[src/hw/rtl/srsw_pkg.sv]
// ----------------------------------------------------------------------------
// srsw_pkg: shared types and constants of the selective-repeat send window
// Slot record, request and result items, state codes, command kinds and
// configuration register indexes.
// ----------------------------------------------------------------------------
package srsw_pkg;

  // window geometry
  localparam int WINDOW = 8;
  localparam int IDX_W  = (WINDOW > 1) ? $clog2(WINDOW) : 1;

  // segment offsets count 512 byte units
  localparam int OFFSET_UNIT  = 512;
  localparam int OFFSET_SHIFT = $clog2(OFFSET_UNIT);
  localparam int SEG_MAX_CAP  = 1024;

  localparam logic [15:0] AGE_MAX = 16'hFFFF;

  // controller states, also used as the step phase
  localparam int          STATE_W   = 3;
  localparam logic [2:0]  ST_IDLE   = 3'd0;
  localparam logic [2:0]  ST_FILL   = 3'd1;
  localparam logic [2:0]  ST_RESEND = 3'd2;
  localparam logic [2:0]  ST_ACK    = 3'd3;
  localparam logic [2:0]  ST_FINISH = 3'd4;

  // operation codes
  localparam logic OP_TICK = 1'b0;
  localparam logic OP_ACK  = 1'b1;

  // result kinds
  localparam logic [2:0] KIND_NONE      = 3'd0;
  localparam logic [2:0] KIND_SEND      = 3'd1;
  localparam logic [2:0] KIND_RESEND    = 3'd2;
  localparam logic [2:0] KIND_ACK_FREED = 3'd3;
  localparam logic [2:0] KIND_UNMATCHED = 3'd4;

  // configuration register indexes
  localparam int         CFG_IDX_W         = 3;
  localparam logic [2:0] CFG_INITIAL_SEQ   = 3'd0;
  localparam logic [2:0] CFG_TOTAL_LENGTH  = 3'd1;
  localparam logic [2:0] CFG_SEGMENT_MAX   = 3'd2;
  localparam logic [2:0] CFG_SEQ_LIMIT     = 3'd3;
  localparam logic [2:0] CFG_TIMEOUT_TICKS = 3'd4;

  // one request
  typedef struct packed {
    logic        operation;
    logic [15:0] ack_number;
    logic [15:0] ack_offset;
  } req_item_t;

  // one result
  typedef struct packed {
    logic [2:0]  kind;
    logic [2:0]  slot;
    logic [15:0] seq_number;
    logic [15:0] segment_offset;
    logic [10:0] segment_length;
    logic        all_done;
    logic        last;
  } rsp_item_t;

  // contents of one window slot
  typedef struct packed {
    logic        busy;
    logic        fresh;
    logic [15:0] seq;
    logic [15:0] offset;
    logic [10:0] length;
    logic [15:0] age;
  } slot_rec_t;

  // controller to step unit
  typedef struct packed {
    logic [STATE_W-1:0] phase;
    logic               can_fill;
    logic [15:0]        fill_seq;
    logic [15:0]        fill_offset;
    logic [10:0]        fill_length;
    logic [15:0]        timeout;
    logic [15:0]        ack_number;
    logic [15:0]        ack_offset;
    logic               hit_found;
  } step_ctx_t;

  // step unit to controller
  typedef struct packed {
    logic       emit;
    logic [2:0] kind;
    logic       filled;
    logic       hit;
    logic       busy_after;
  } step_res_t;

endpackage

[src/hw/rtl/selective_repeat_send_window_core.sv]
// ----------------------------------------------------------------------------
// selective_repeat_send_window_core: sender window, ring of WINDOW slot cells
// Ack: one pass over the ring, then the final result; a new request is taken only in idle.
// Tick: a fill pass and a resend pass over the ring, then the final result; a
// result that finds the output stalled holds the ring for every stalled cycle.
// Sync reset frees all slots, zeroes counters, loads register defaults.
// ----------------------------------------------------------------------------
module selective_repeat_send_window_core (
  input  logic                               clk,
  input  logic                               rst,
  // request channel
  input  logic                               req_valid,
  output logic                               req_stall,
  input  srsw_pkg::req_item_t                req_item,
  // result channel
  output logic                               rsp_valid,
  input  logic                               rsp_stall,
  output srsw_pkg::rsp_item_t                rsp_item,
  // configuration write channel
  input  logic                               cfg_valid,
  output logic                               cfg_ready,
  input  logic [srsw_pkg::CFG_IDX_W-1:0]     cfg_index,
  input  logic [31:0]                        cfg_data
);

  // configuration registers
  logic [15:0] initial_seq;
  logic [31:0] total_length;
  logic [10:0] segment_max;
  logic [15:0] seq_limit;
  logic [15:0] timeout_ticks;

  // transfer state
  logic [15:0] running_seq;
  logic [31:0] bytes_sent;

  // controller
  logic [srsw_pkg::STATE_W-1:0] state;
  logic [srsw_pkg::IDX_W-1:0]   idx;
  srsw_pkg::req_item_t          req_q;
  logic                         hit_found;
  logic                         busy_any;
  logic                         pend_valid;
  srsw_pkg::rsp_item_t          pend_item;

  // ring and step
  srsw_pkg::slot_rec_t cell_rec [srsw_pkg::WINDOW];
  srsw_pkg::slot_rec_t rec_next;
  srsw_pkg::step_ctx_t ctx;
  srsw_pkg::step_res_t step;

  // fill arithmetic
  logic        can_fill;
  logic [31:0] left;
  logic [10:0] segmax_eff;
  logic [10:0] fill_len;
  logic [15:0] seq_base;
  logic [16:0] seq_sum;
  logic [15:0] fill_seq;

  // handshake and flow
  logic                accept;
  logic                in_pass;
  logic                out_free;
  logic                advance;
  logic                shift;
  logic                last_idx;
  logic                push;
  logic                done_flag;
  srsw_pkg::rsp_item_t push_item;
  srsw_pkg::rsp_item_t step_item;
  srsw_pkg::rsp_item_t final_item;

  assign cfg_ready = 1'b1;
  assign req_stall = (state != srsw_pkg::ST_IDLE);
  assign accept    = req_valid && !req_stall;

  // configuration writes
  always_ff @(posedge clk) begin
    if (rst) begin
      initial_seq   <= 16'd0;
      total_length  <= 32'd0;
      segment_max   <= 11'd512;
      seq_limit     <= 16'd25600;
      timeout_ticks <= 16'd500;
    end else if (cfg_valid && cfg_ready) begin
      case (cfg_index)
        srsw_pkg::CFG_INITIAL_SEQ:   initial_seq   <= cfg_data[15:0];
        srsw_pkg::CFG_TOTAL_LENGTH:  total_length  <= cfg_data;
        srsw_pkg::CFG_SEGMENT_MAX:   segment_max   <= cfg_data[10:0];
        srsw_pkg::CFG_SEQ_LIMIT:     seq_limit     <= cfg_data[15:0];
        srsw_pkg::CFG_TIMEOUT_TICKS: timeout_ticks <= cfg_data[15:0];
        default: begin
        end
      endcase
    end
  end

  // next segment length, sequence and offset
  always_comb begin
    can_fill = (bytes_sent < total_length);
    left     = total_length - bytes_sent;
    if (segment_max == 11'd0) begin
      segmax_eff = 11'd1;
    end else if (segment_max > 11'(srsw_pkg::SEG_MAX_CAP)) begin
      segmax_eff = 11'(srsw_pkg::SEG_MAX_CAP);
    end else begin
      segmax_eff = segment_max;
    end
    fill_len = (left < 32'(segmax_eff)) ? left[10:0] : segmax_eff;
    seq_base = (bytes_sent == 32'd0) ? initial_seq : running_seq;
    seq_sum  = {1'b0, seq_base} + 17'(fill_len);
    fill_seq = (seq_sum > {1'b0, seq_limit}) ? 16'(fill_len) : seq_sum[15:0];
  end

  // step context
  always_comb begin
    ctx.phase       = state;
    ctx.can_fill    = can_fill;
    ctx.fill_seq    = fill_seq;
    ctx.fill_offset = bytes_sent[srsw_pkg::OFFSET_SHIFT +: 16];
    ctx.fill_length = fill_len;
    ctx.timeout     = timeout_ticks;
    ctx.ack_number  = req_q.ack_number;
    ctx.ack_offset  = req_q.ack_offset;
    ctx.hit_found   = hit_found;
  end

  srsw_step u_step (
    .ctx      (ctx),
    .head     (cell_rec[0]),
    .rec_next (rec_next),
    .res      (step)
  );

  // ring of slot cells, head record returns at the tail
  for (genvar i = 0; i < srsw_pkg::WINDOW; i++) begin : g_cell
    if (i == srsw_pkg::WINDOW - 1) begin : g_tail
      srsw_cell u_cell (
        .clk    (clk),
        .rst    (rst),
        .shift  (shift),
        .rec_in (rec_next),
        .rec    (cell_rec[i])
      );
    end else begin : g_body
      srsw_cell u_cell (
        .clk    (clk),
        .rst    (rst),
        .shift  (shift),
        .rec_in (cell_rec[i+1]),
        .rec    (cell_rec[i])
      );
    end
  end

  // flow control of the passes
  always_comb begin
    in_pass  = (state == srsw_pkg::ST_FILL) || (state == srsw_pkg::ST_RESEND) ||
               (state == srsw_pkg::ST_ACK);
    out_free = !rsp_valid || !rsp_stall;
    advance  = in_pass && !(step.emit && pend_valid && !out_free);
    shift    = advance;
    last_idx = (idx == srsw_pkg::IDX_W'(srsw_pkg::WINDOW - 1));
    done_flag = !can_fill && !busy_any;
  end

  // result of the head slot
  always_comb begin
    step_item.kind           = step.kind;
    step_item.slot           = 3'(idx);
    step_item.seq_number     = rec_next.seq;
    step_item.segment_offset = rec_next.offset;
    step_item.segment_length = rec_next.length;
    step_item.all_done       = 1'b0;
    step_item.last           = 1'b0;
  end

  // final result of a step: held one, unmatched ack or quiet tick
  always_comb begin
    if (pend_valid) begin
      final_item = pend_item;
    end else if (req_q.operation == srsw_pkg::OP_ACK) begin
      final_item.kind           = srsw_pkg::KIND_UNMATCHED;
      final_item.slot           = 3'd0;
      final_item.seq_number     = req_q.ack_number;
      final_item.segment_offset = req_q.ack_offset;
      final_item.segment_length = 11'd0;
    end else begin
      final_item.kind           = srsw_pkg::KIND_NONE;
      final_item.slot           = 3'd0;
      final_item.seq_number     = 16'd0;
      final_item.segment_offset = 16'd0;
      final_item.segment_length = 11'd0;
    end
    final_item.all_done = done_flag;
    final_item.last     = 1'b1;
  end

  // transfer into the output register
  always_comb begin
    if (state == srsw_pkg::ST_FINISH) begin
      push      = out_free;
      push_item = final_item;
    end else begin
      push      = advance && step.emit && pend_valid;
      push_item = pend_item;
    end
  end

  // controller state
  always_ff @(posedge clk) begin
    if (rst) begin
      state      <= srsw_pkg::ST_IDLE;
      idx        <= '0;
      hit_found  <= 1'b0;
      busy_any   <= 1'b0;
      pend_valid <= 1'b0;
    end else begin
      case (state)
        srsw_pkg::ST_IDLE: begin
          if (accept) begin
            state     <= (req_item.operation == srsw_pkg::OP_ACK) ?
                         srsw_pkg::ST_ACK : srsw_pkg::ST_FILL;
            idx       <= '0;
            hit_found <= 1'b0;
            busy_any  <= 1'b0;
          end
        end
        srsw_pkg::ST_FILL, srsw_pkg::ST_RESEND, srsw_pkg::ST_ACK: begin
          if (advance) begin
            idx <= last_idx ? '0 : idx + srsw_pkg::IDX_W'(1);
            if (step.hit) begin
              hit_found <= 1'b1;
            end
            if (step.emit) begin
              pend_valid <= 1'b1;
            end
            if (last_idx && (state == srsw_pkg::ST_FILL)) begin
              state    <= srsw_pkg::ST_RESEND;
              busy_any <= 1'b0;
            end else begin
              busy_any <= busy_any | step.busy_after;
              if (last_idx) begin
                state <= srsw_pkg::ST_FINISH;
              end
            end
          end
        end
        srsw_pkg::ST_FINISH: begin
          if (out_free) begin
            state      <= srsw_pkg::ST_IDLE;
            pend_valid <= 1'b0;
          end
        end
        default: begin
          state <= srsw_pkg::ST_IDLE;
        end
      endcase
    end
  end

  // request and held result payload
  always_ff @(posedge clk) begin
    if (accept) begin
      req_q <= req_item;
    end
    if (advance && step.emit) begin
      pend_item <= step_item;
    end
  end

  // segment counters
  always_ff @(posedge clk) begin
    if (rst) begin
      running_seq <= 16'd0;
      bytes_sent  <= 32'd0;
    end else if (advance && step.filled) begin
      running_seq <= fill_seq;
      bytes_sent  <= bytes_sent + 32'(fill_len);
    end
  end

  // output register
  always_ff @(posedge clk) begin
    if (rst) begin
      rsp_valid <= 1'b0;
    end else if (push) begin
      rsp_valid <= 1'b1;
    end else if (!rsp_stall) begin
      rsp_valid <= 1'b0;
    end
  end

  always_ff @(posedge clk) begin
    if (push) begin
      rsp_item <= push_item;
    end
  end

`ifndef SYNTHESIS
  // nothing is held back once the block is idle
  assert property (@(posedge clk) disable iff (rst)
    (state == srsw_pkg::ST_IDLE) |-> (!pend_valid && (idx == '0)))
    else $error("held result or slot index left over in idle");

  // byte count moves only during the fill pass
  assert property (@(posedge clk) disable iff (rst)
    (state != srsw_pkg::ST_FILL) |=> $stable(bytes_sent))
    else $error("bytes_sent changed outside the fill pass");

  // a final result always closes the step
  assert property (@(posedge clk) disable iff (rst)
    (push && push_item.last) |=> (state == srsw_pkg::ST_IDLE))
    else $error("final result transfer without return to idle");

  // a send or resend leaves a busy slot, so the transfer is not done
  assert property (@(posedge clk) disable iff (rst)
    (rsp_valid && ((rsp_item.kind == srsw_pkg::KIND_SEND) ||
                   (rsp_item.kind == srsw_pkg::KIND_RESEND))) |-> !rsp_item.all_done)
    else $error("send or resend reported with all_done set");

  // an ack frees at most one slot
  assert property (@(posedge clk) disable iff (rst)
    (advance && step.hit) |-> !hit_found)
    else $error("second slot freed by one acknowledgement");
`endif

endmodule

[src/hw/rtl/srsw_cell.sv]
// ----------------------------------------------------------------------------
// srsw_cell: one slot register of the window ring
// Holds one slot record and takes its neighbor's record on every shift.
// ----------------------------------------------------------------------------
module srsw_cell (
  input  logic               clk,
  input  logic               rst,
  input  logic               shift,
  input  srsw_pkg::slot_rec_t rec_in,
  output srsw_pkg::slot_rec_t rec
);

  // flags are cleared by reset, the whole record moves on every shift
  always_ff @(posedge clk) begin
    if (rst) begin
      rec.busy  <= 1'b0;
      rec.fresh <= 1'b0;
    end else if (shift) begin
      rec <= rec_in;
    end
  end

endmodule

[src/hw/rtl/srsw_step.sv]
// ----------------------------------------------------------------------------
// srsw_step: update of the slot record at the head of the ring
// Ages and fills in the fill pass, resends in the resend pass and matches
// acknowledgements in the ack pass.
// ----------------------------------------------------------------------------
module srsw_step (
  input  srsw_pkg::step_ctx_t ctx,
  input  srsw_pkg::slot_rec_t head,
  output srsw_pkg::slot_rec_t rec_next,
  output srsw_pkg::step_res_t res
);

  always_comb begin
    rec_next   = head;
    res.emit   = 1'b0;
    res.kind   = srsw_pkg::KIND_NONE;
    res.filled = 1'b0;
    res.hit    = 1'b0;
    case (ctx.phase)
      srsw_pkg::ST_FILL: begin
        // age a busy slot, fill a free one while bytes remain
        if (head.busy) begin
          if (head.age != srsw_pkg::AGE_MAX) begin
            rec_next.age = head.age + 16'd1;
          end
        end else if (ctx.can_fill) begin
          rec_next.busy   = 1'b1;
          rec_next.fresh  = 1'b1;
          rec_next.seq    = ctx.fill_seq;
          rec_next.offset = ctx.fill_offset;
          rec_next.length = ctx.fill_length;
          rec_next.age    = 16'd0;
          res.emit        = 1'b1;
          res.kind        = srsw_pkg::KIND_SEND;
          res.filled      = 1'b1;
        end
      end
      srsw_pkg::ST_RESEND: begin
        // slots filled in this tick are skipped
        rec_next.fresh = 1'b0;
        if (head.busy && !head.fresh && (head.age > ctx.timeout)) begin
          rec_next.age = 16'd0;
          res.emit     = 1'b1;
          res.kind     = srsw_pkg::KIND_RESEND;
        end
      end
      srsw_pkg::ST_ACK: begin
        // first busy slot with matching sequence and offset is freed
        if (!ctx.hit_found && head.busy && (head.seq == ctx.ack_number) &&
            (head.offset == ctx.ack_offset)) begin
          rec_next.busy = 1'b0;
          res.emit      = 1'b1;
          res.kind      = srsw_pkg::KIND_ACK_FREED;
          res.hit       = 1'b1;
        end
      end
      default: begin
      end
    endcase
    res.busy_after = rec_next.busy;
  end

endmodule
[config.mk]
export PLATFORM = sky130hd
export DESIGN_NAME = selective_repeat_send_window_core
export DESIGN_NICKNAME = d
export VERILOG_FILES = /design/src/hw/rtl/srsw_pkg.sv /design/src/hw/rtl/selective_repeat_send_window_core.sv /design/src/hw/rtl/srsw_cell.sv /design/src/hw/rtl/srsw_step.sv
export SDC_FILE = /design/constraint.sdc
export NUM_CORES = 1
export LEC_CHECK = 0
export ABC_CLOCK_PERIOD_IN_PS = 37200
export BUFFER_PORTS_ARGS = -buffer_cell sky130_fd_sc_hd__buf_2
export CORE_ASPECT_RATIO = 0.7
export CORE_UTILIZATION = 45
export DETAILED_ROUTE_END_ITERATION = 8
export HOLD_SLACK_MARGIN = 0.08
export PLACE_DENSITY = 0.63
export SETUP_SLACK_MARGIN = 0.1
export SYNTH_ARGS = -nofsm -noshare
export SYNTH_HDL_FRONTEND = slang
export SYNTH_SLANG_ARGS = --single-unit
[constraint.sdc]
create_clock -name clk -period 37.2 [get_ports clk]
set_input_delay 11.16 -clock clk [delete_from_list [all_inputs] [get_ports clk]]
set_output_delay 11.16 -clock clk [all_outputs]
set_load 0.1 [all_outputs]
==> results.md, run 1 <==
* Layout Skew at 0.0413 ns
* Fillers at 5879
* Seq/Total Area, Yosys at 67.5%
* Cell leakage power at 13.0 nW
* DIE HEIGHT at 224 um
* Num rows at 81
* Hold Buf Count CTS at 0
* Vias per inst at 5.53
* Min cycle time layout at 15.50 ns
* Classification of the worst-slack hold path: register to register
* Max Slew Vio Count at 0
* Post-DP HPWL at 51000 um
* Arrival @ worst endpoint at 15.73 ns
* I/O Buffers at 125
* Crit Path Max Fanout at 186
* Top cells by count, synth: 604 x edfxtp_1, 402 x nand2_1, 195 x a21oi_1
* Worst reg2reg setup slack at 26.67 ns
* Synth area leaders: edfxtp_1 57%, dfxtp_1 10%, nand2_1 4.8%
* Critical Path, Cell by Cell: buf_2 > and2_1 > a31o_2 > nor2_4 > buf_12 > buf_4 > buf_4
* Capturing point of the worst reg2reg path: g_cell[7].g_tail.u_cell.rec[48]
* RD Place Congestion at 0.900
* Tot GR Track Use at 20.2%
* # setup viols final at 0
* Detailed Route Iter0 Violations at 1820
* Area growth, synth to finish at 12.5%
* Number of antenna cells inserted at 0
* Clock buffer depth at 3
* Vias in the first global route at 19046
* Slew HR at 18.8%
* CP most frequent cell: buf_4
* Hold Path End: g_cell[4].g_body.u_cell.rec[31]
* CTS sink count at 769
* Max cap viols at 0
* CTS tree: done
* Die extent in x at 320 um
* Critical Path RT at 37.43 ns
* Worst Path Class, Setup: input port to register
* H-tree levels at 3
* Starting density of the core at 45.5%
* Core area at 69800 um2
* WL final at 72800 um
* Crit Reg-Reg Startpoint: bytes_sent[3]
* Clock transition at the registers of the reported paths at 0.06 ns
* Status: finished, final reports clean
* Family with the most delay on the worst path: buffers and inverters
* Final non-filler cell total at 3621
* Pin count of the biggest net entering global routing at 187
* Setup Buffers After CTS at 0
* RSZ-0062 raised after global routing: false
* Setup TNS at 0 ns
* Boundary Pins at 127
* Top cell type's share of synthesized area at 57.1%
* Antenna violations before repair at 1
* Setup crit start kind: input port
* WL/cell at 20.1 um
* Num CTS Buffers at 73
* Post-Syn Instances at 2528
* Final antenna-violating net count at 0
* Syn nets at 2695
* Root buffer cell: clkbuf_16
* Full die area at 71700 um2
* Worst Hold Launch: g_cell[5].g_body.u_cell.rec[31]
* Pre-antenna DRT Iters at 6
* CTS resizes at 0
* Hold depth at 0
* Grt ovf at 0
* Worst-skew pair later-pin latency at 0.63 ns
* Ys flop type: edfxtp_1
* DRC at 0
* Max VDD drop at 0.0371 mV
* Slowest-stage cell, CP: nor2_4
* Mapped Area at 31800 um2
* Nets at 2816
* Worst Max-Slew Pin Slew at 1.18 ns
* F_max at 64.5 MHz
* Util after Layout at 51.2%
* Total power at 2.01 mW
* Crit-path max cell delay at 0.92 ns
* Tcrit/Tclk final at 41.7%
* Yosys cell types at 93
* CP Capture Type: register
* Top-count cell post-synth: edfxtp_1
* Pwr Density at 56.1 nW/um2
* Syn avg cell area at 12.6 um2
* FF+latch count, synth at 769
* Area leader, netlist: edfxtp_1
* Async S/R FF share, synth at 0%
* EDFF count, synth at 604
* Global-route wire length before repair at 111000 um
* Share of cells above drive strength 1 at 11.7%
* Post-Place Cells at 3487
* WP buf/inv at 4
* Reg2Reg Depth at 34
* Ys Warns at 0
* Vias at 20012
* Hold Violations, Final at 0
## cells in the final DEF, fill, tap and decap left out, drive strengths merged, types with 8 or more instances in the layout
cell type	Yosys	routed
o22ai	10	10
a21oi	197	197
xnor2	34	34
nor2b	18	18
a31oi	13	13
edfxtp	604	604
xor2	37	37
and3	13	13
nor3	28	28
mux2i	27	27
a211oi	22	22
o211ai	20	20
nand4	33	33
and2	33	33
clkinv	1	31
mux2	32	32
ha	91	91
a21o	31	31
or3	16	16
buf	17	150
o21a	8	8
o31ai	8	8
o21ai	157	157
inv	109	115
clkbuf	87	90
dfxtp	165	165
nor2	116	116
nor4	26	26
nand3	41	41
nand2b	15	15
nand2	402	402
## cells by family (layout without fill, tap and decap cells)
| kind of cell | after synthesis | count (layout) | synth area share [%] |
|---|---|---|---|
| flops | 769 | 769 | 67.5 |
| compound gates | 542 | 542 | 10.7 |
| simple gates | 775 | 775 | 11.2 |
| mux | 59 | 59 | 2.06 |
| fa+ha+maj | 97 | 97 | 3.88 |
| xor+xnor | 71 | 71 | 1.96 |
| buf+inv | 214 | 394 | 2.71 |
| other cells | 1 | 1 | 0.0118 |
## per-stage QoR
step	cell area [um2]	setup slack [ns]	hold WS (ns)
2_1_floorplan	31800	4.33	0.400
5_1_grt	35700	21.46	0.413
3_5_place_dp	33300	21.11	0.405
6_report	35700	21.70	0.401
3_3_place_gp	33300	21.34	0.400
4_1_cts	35700	21.78	0.392
## worst reg2reg max path: cells and delay by family (launching register included)
| family | cells | cell delay (ns) |
|---|---|---|
| fa+ha+maj | 4 | 1.39 |
| flops | 1 | 0.48 |
| xor+xnor | 2 | 0.51 |
| mux | 2 | 1.55 |
| compound gates | 19 | 4.41 |
| buf+inv | 1 | 0.14 |
| simple gates | 6 | 1.73 |
## final cells by class
type,count,area (um2),share of cell area [%]
well taps,913,1140,3.20
multi-input cells,1545,9500,26.6
repair buffers,150,828,2.32
flip-flops and latches,769,21400,60.0
inverters,110,413,1.16
clock buffers,90,1960,5.49
clock inverters,44,443,1.24
## flip-flops by register name, summed over array words and instances (netlist names), 3 cells and up
signal / count
timeout_ticks: 16
ctx: 32
g_cell.g_body.u_cell.rec: 427
segment_max: 11
idx: 3
rsp_item: 51
pend_item: 48
seq_limit: 16
state: 3
total_length: 32
running_seq: 16
initial_seq: 16
bytes_sent: 32
g_cell.g_tail.u_cell.rec: 61
## power breakdown
group | leakage [nW] | total (mW) | internal [mW] | switching, mW
Combinational | 4.93 | 0.213 | 0.0550 | 0.158
Clock | 1.18 | 0.746 | 0.428 | 0.318
Sequential | 6.90 | 1.05 | 1.02 | 0.0262
Total | 13.0 | 2.01 | 1.50 | 0.503
## how the worst max path moves through the flow
stage                     startpoint                               to  slack, ns  cells past startpoint
final                      rsp_stall  g_cell[3].g_body.u_cell.rec[30]      21.70                      7
after global routing       rsp_stall  g_cell[1].g_body.u_cell.rec[21]      21.46                      7
after CTS                  rsp_stall  g_cell[1].g_body.u_cell.rec[21]      21.78                      7
after detailed placement   rsp_stall  g_cell[1].g_body.u_cell.rec[23]      21.11                      7
after global placement     rsp_stall  g_cell[1].g_body.u_cell.rec[23]      21.34                      7
after floorplan            rsp_stall   g_cell[0].g_body.u_cell.rec[0]       4.33                      5
## metal layers
metal  GRT usage (%)  up-vias  share of wire (%)
li1                -     9519                  -
met1            30.2     9787                 48
met2            30.3      588                 44
met3            3.32      116                5.1
met4            5.88        2                2.4
met5               0        -              0.018
(Power assumes the default switching activity.)
==> run 2, diff against run 1 <==
- ABC_CLOCK_PERIOD_IN_PS: 37200 -> 14770
- clock period: 37.2 -> 14.77 ns (I/O delays scaled with it)
==> run 2 against run 1 <==
Net effect:
- via count is 0.38% higher
- total power grew to 2.5 times the previous value
- sequential cell count stayed put
- critical path depth is 27 higher
- clock skew is 0.021 ns lower
==> results.md, run 2 (synthesis results as in run 1) <==
* Status: finished, final reports clean (unchanged)
* Worst-skew pair later-pin latency at 0.64 ns (was 0.63 ns)
* Worst Max-Slew Pin Slew at 1.41 ns (was 1.18 ns)
* H-tree levels at 3 (unchanged)
* Vias per inst at 5.54 (was 5.53)
* Classification of the worst-slack hold path: register to register (unchanged)
* CP Capture Type: register (unchanged)
* Grt ovf at 0 (unchanged)
* Post-Place Cell Area at 33300 um2 (about the same)
* Clock transition at the registers of the reported paths at 0.07 ns (was 0.06 ns)
* Final non-filler cell total at 3624 (was 3621)
* Dpl ws at 5.51 ns (was 21.11 ns)
* Seq pwr share at 51.9% (was 52.2%)
* Worst Path Class, Setup: register to register (was input port to register)
* Max VDD drop at 0.0842 mV (was 0.0371 mV)
* Max cap viols at 0 (unchanged)
* Hold Violations, Final at 0 (unchanged)
* Internal power at 3.77 mW (was 1.50 mW)
* Pre-antenna DRT Iters at 5 (was 6)
* Detailed Route Iter0 Violations at 1812 (was 1820)
* Slowest-stage cell, CP: a31oi_4 (was nor2_4)
* Vias at 20089 (was 20012)
* Post-DP HPWL at 54800 um (was 51000 um)
* Family with the most delay on the worst path: compound AO/OA/AOI/OAI gates (was buffers and inverters)
* Util after Layout at 51.2% (about the same)
* CTS resizes at 0 (unchanged)
* Max reg flops at 427 (unchanged)
* Setup TNS at 0 ns (unchanged)
* Boundary Pins at 127 (unchanged)
* RSZ-0062 raised after global routing: false (unchanged)
* Capturing point of the worst reg2reg path: g_cell[7].g_tail.u_cell.rec[44] (was g_cell[7].g_tail.u_cell.rec[48])
* Critical Path RT at 15.14 ns (was 37.43 ns)
* Min cycle time layout at 9.39 ns
* CTS tree: done (unchanged)
* Full die area at 71700 um2 (unchanged)
* Most frequent cells in the layout: 604 x edfxtp_1, 402 x nand2_1, 195 x a21oi_1, 165 x dfxtp_1, 143 x o21ai_0 (unchanged)
* Crit Path Max Fanout at 18 (was 186)
* Global-route wire length before repair at 117000 um (was 111000 um)
* F_max at 106 MHz
* Layout Skew at 0.0201 ns (was 0.0413 ns)
* Die extent in x at 320 um (unchanged)
* Setup Buffers After CTS at 0 (unchanged)
* # setup viols final at 0 (unchanged)
* Max Slew Vio Count at 0 (unchanged)
* Setup ws final at 5.38 ns (was 21.70 ns)
* Root buffer cell: clkbuf_16 (unchanged)
* Starting density of the core at 45.5% (unchanged)
* I/O Buffers at 125 (unchanged)
* WL/cell at 21.4 um (was 20.1 um)
* Tcrit/Tclk final at 63.6%
* Switch Pwr at 1.30 mW (was 0.503 mW)
* Clock buffer depth at 3 (unchanged)
* Clk pwr share at 37.3% (was 37.2%)
* Slew HR at 4.90% (was 18.8%)
* Sw frac at 25.7% (was 25.1%)
* Area growth, synth to finish at 12.5% (about the same)
* Core area at 69800 um2 (unchanged)
* Hold Path End: g_cell[5].g_body.u_cell.rec[11] (was g_cell[4].g_body.u_cell.rec[31])
* Nets at 2818 (was 2816)
* Arrival @ worst endpoint at 9.76 ns (was 15.73 ns)
* Gate power share at 10.8% (was 10.6%)
* Share of cells above drive strength 1 at 12.0% (was 11.7%)
* Number of antenna cells inserted at 0 (unchanged)
* Setup crit start kind: register (was input port)
* Num rows at 81 (unchanged)
* Hold Slack at 0.411 ns (was 0.401 ns)
* Num CTS Buffers at 73 (unchanged)
* Largest Register: g_cell.g_body.u_cell.rec (unchanged)
* Cell leakage power at 13.0 nW (about the same)
* DIE HEIGHT at 224 um (unchanged)
* Worst reg2reg setup slack at 5.38 ns (was 26.67 ns)
* Crit Reg-Reg Startpoint: bytes_sent[3] (unchanged)
* Worst Hold Launch: g_cell[6].g_body.u_cell.rec[11] (was g_cell[5].g_body.u_cell.rec[31])
* Reg2Reg Depth at 34 (unchanged)
* WP buf/inv at 1 (was 4)
* Antenna violations before repair at 1 (unchanged)
* Final antenna-violating net count at 0 (unchanged)
* Pin count of the biggest net entering global routing at 206 (was 187)
* Commonest non-fill, non-tap cell in the layout: edfxtp_1 (unchanged)
* RD Place Congestion at 0.877 (was 0.900)
* Crit-path max cell delay at 0.69 ns (was 0.92 ns)
* Hold depth at 0 (unchanged)
* WL final at 77700 um (was 72800 um)
* DRC at 0 (unchanged)
* Cell area after layout at 35700 um2 (about the same)
* Largest regs: g_cell.g_body.u_cell.rec (427), g_cell.g_tail.u_cell.rec (61), rsp_item (51) (unchanged)
* Post-Place Cells at 3489 (was 3487)
* Pwr Density at 142 nW/um2 (was 56.1 nW/um2)
* CTS sink count at 769 (unchanged)
* Total power at 5.08 mW (was 2.01 mW)
* Hold Buf Count CTS at 0 (unchanged)
* Vias in the first global route at 18900 (was 19046)
* Tot GR Track Use at 21.6% (was 20.2%)
run 2: cell types whose count changed in the layout (fill, tap and decap cells not counted), sizes merged:
| cell | previous run | this run |
|---|---|---|
| buf | 150 | 152 |
| inv | 115 | 114 |
| bufinv | 7 | 6 |
| clkbuf | 90 | 95 |
| clkinv | 31 | 30 |
| clkinvlp | 1 | 0 |
run 2: per-layer routing:
metal,up-vias,part of all wire (%),GRT usage [%],routed length (um)
met5,-,0,0,0
met4,0,2.1,5.57,1650
met3,115,4.8,3.58,3730
met2,529,43,31.4,33600
li1,9503,-,-,-
met1,9942,50,33.4,38800
run 2: power by group through the flow:
stage	combinational, mW	clock (mW)	sequential [mW]
3_5_place_dp	0.544	0	2.68
2_1_floorplan	0.313	0	2.75
6_report	0.547	1.89	2.64
3_3_place_gp	0.541	0	2.68
4_1_cts	0.547	1.94	2.64
5_1_grt	0.594	2.02	2.65
run 2: cell type report:
type	instances	area (um2)
fill	5991	34100
sequential	769	21400
multi-input combinational	1545	9500
clock buffer	95	1980
tap	913	1140
timing repair buffer	152	843
clock inverter	40	417
inverter	110	413
run 2: worst max-delay path by stage:
| stage | from | to | slack (ns) | depth (start not counted) |
|---|---|---|---|---|
| after floorplan | rsp_stall | g_cell[0].g_body.u_cell.rec[0] | 2.00 | 5 |
| after global routing | bytes_sent[3] | pend_item[33] | 4.83 | 34 |
| final | bytes_sent[3] | g_cell[7].g_tail.u_cell.rec[44] | 5.38 | 34 |
| after CTS | bytes_sent[3] | pend_item[33] | 5.46 | 34 |
| after global placement | bytes_sent[3] | g_cell[7].g_tail.u_cell.rec[44] | 5.53 | 36 |
| after detailed placement | bytes_sent[3] | g_cell[7].g_tail.u_cell.rec[47] | 5.51 | 34 |
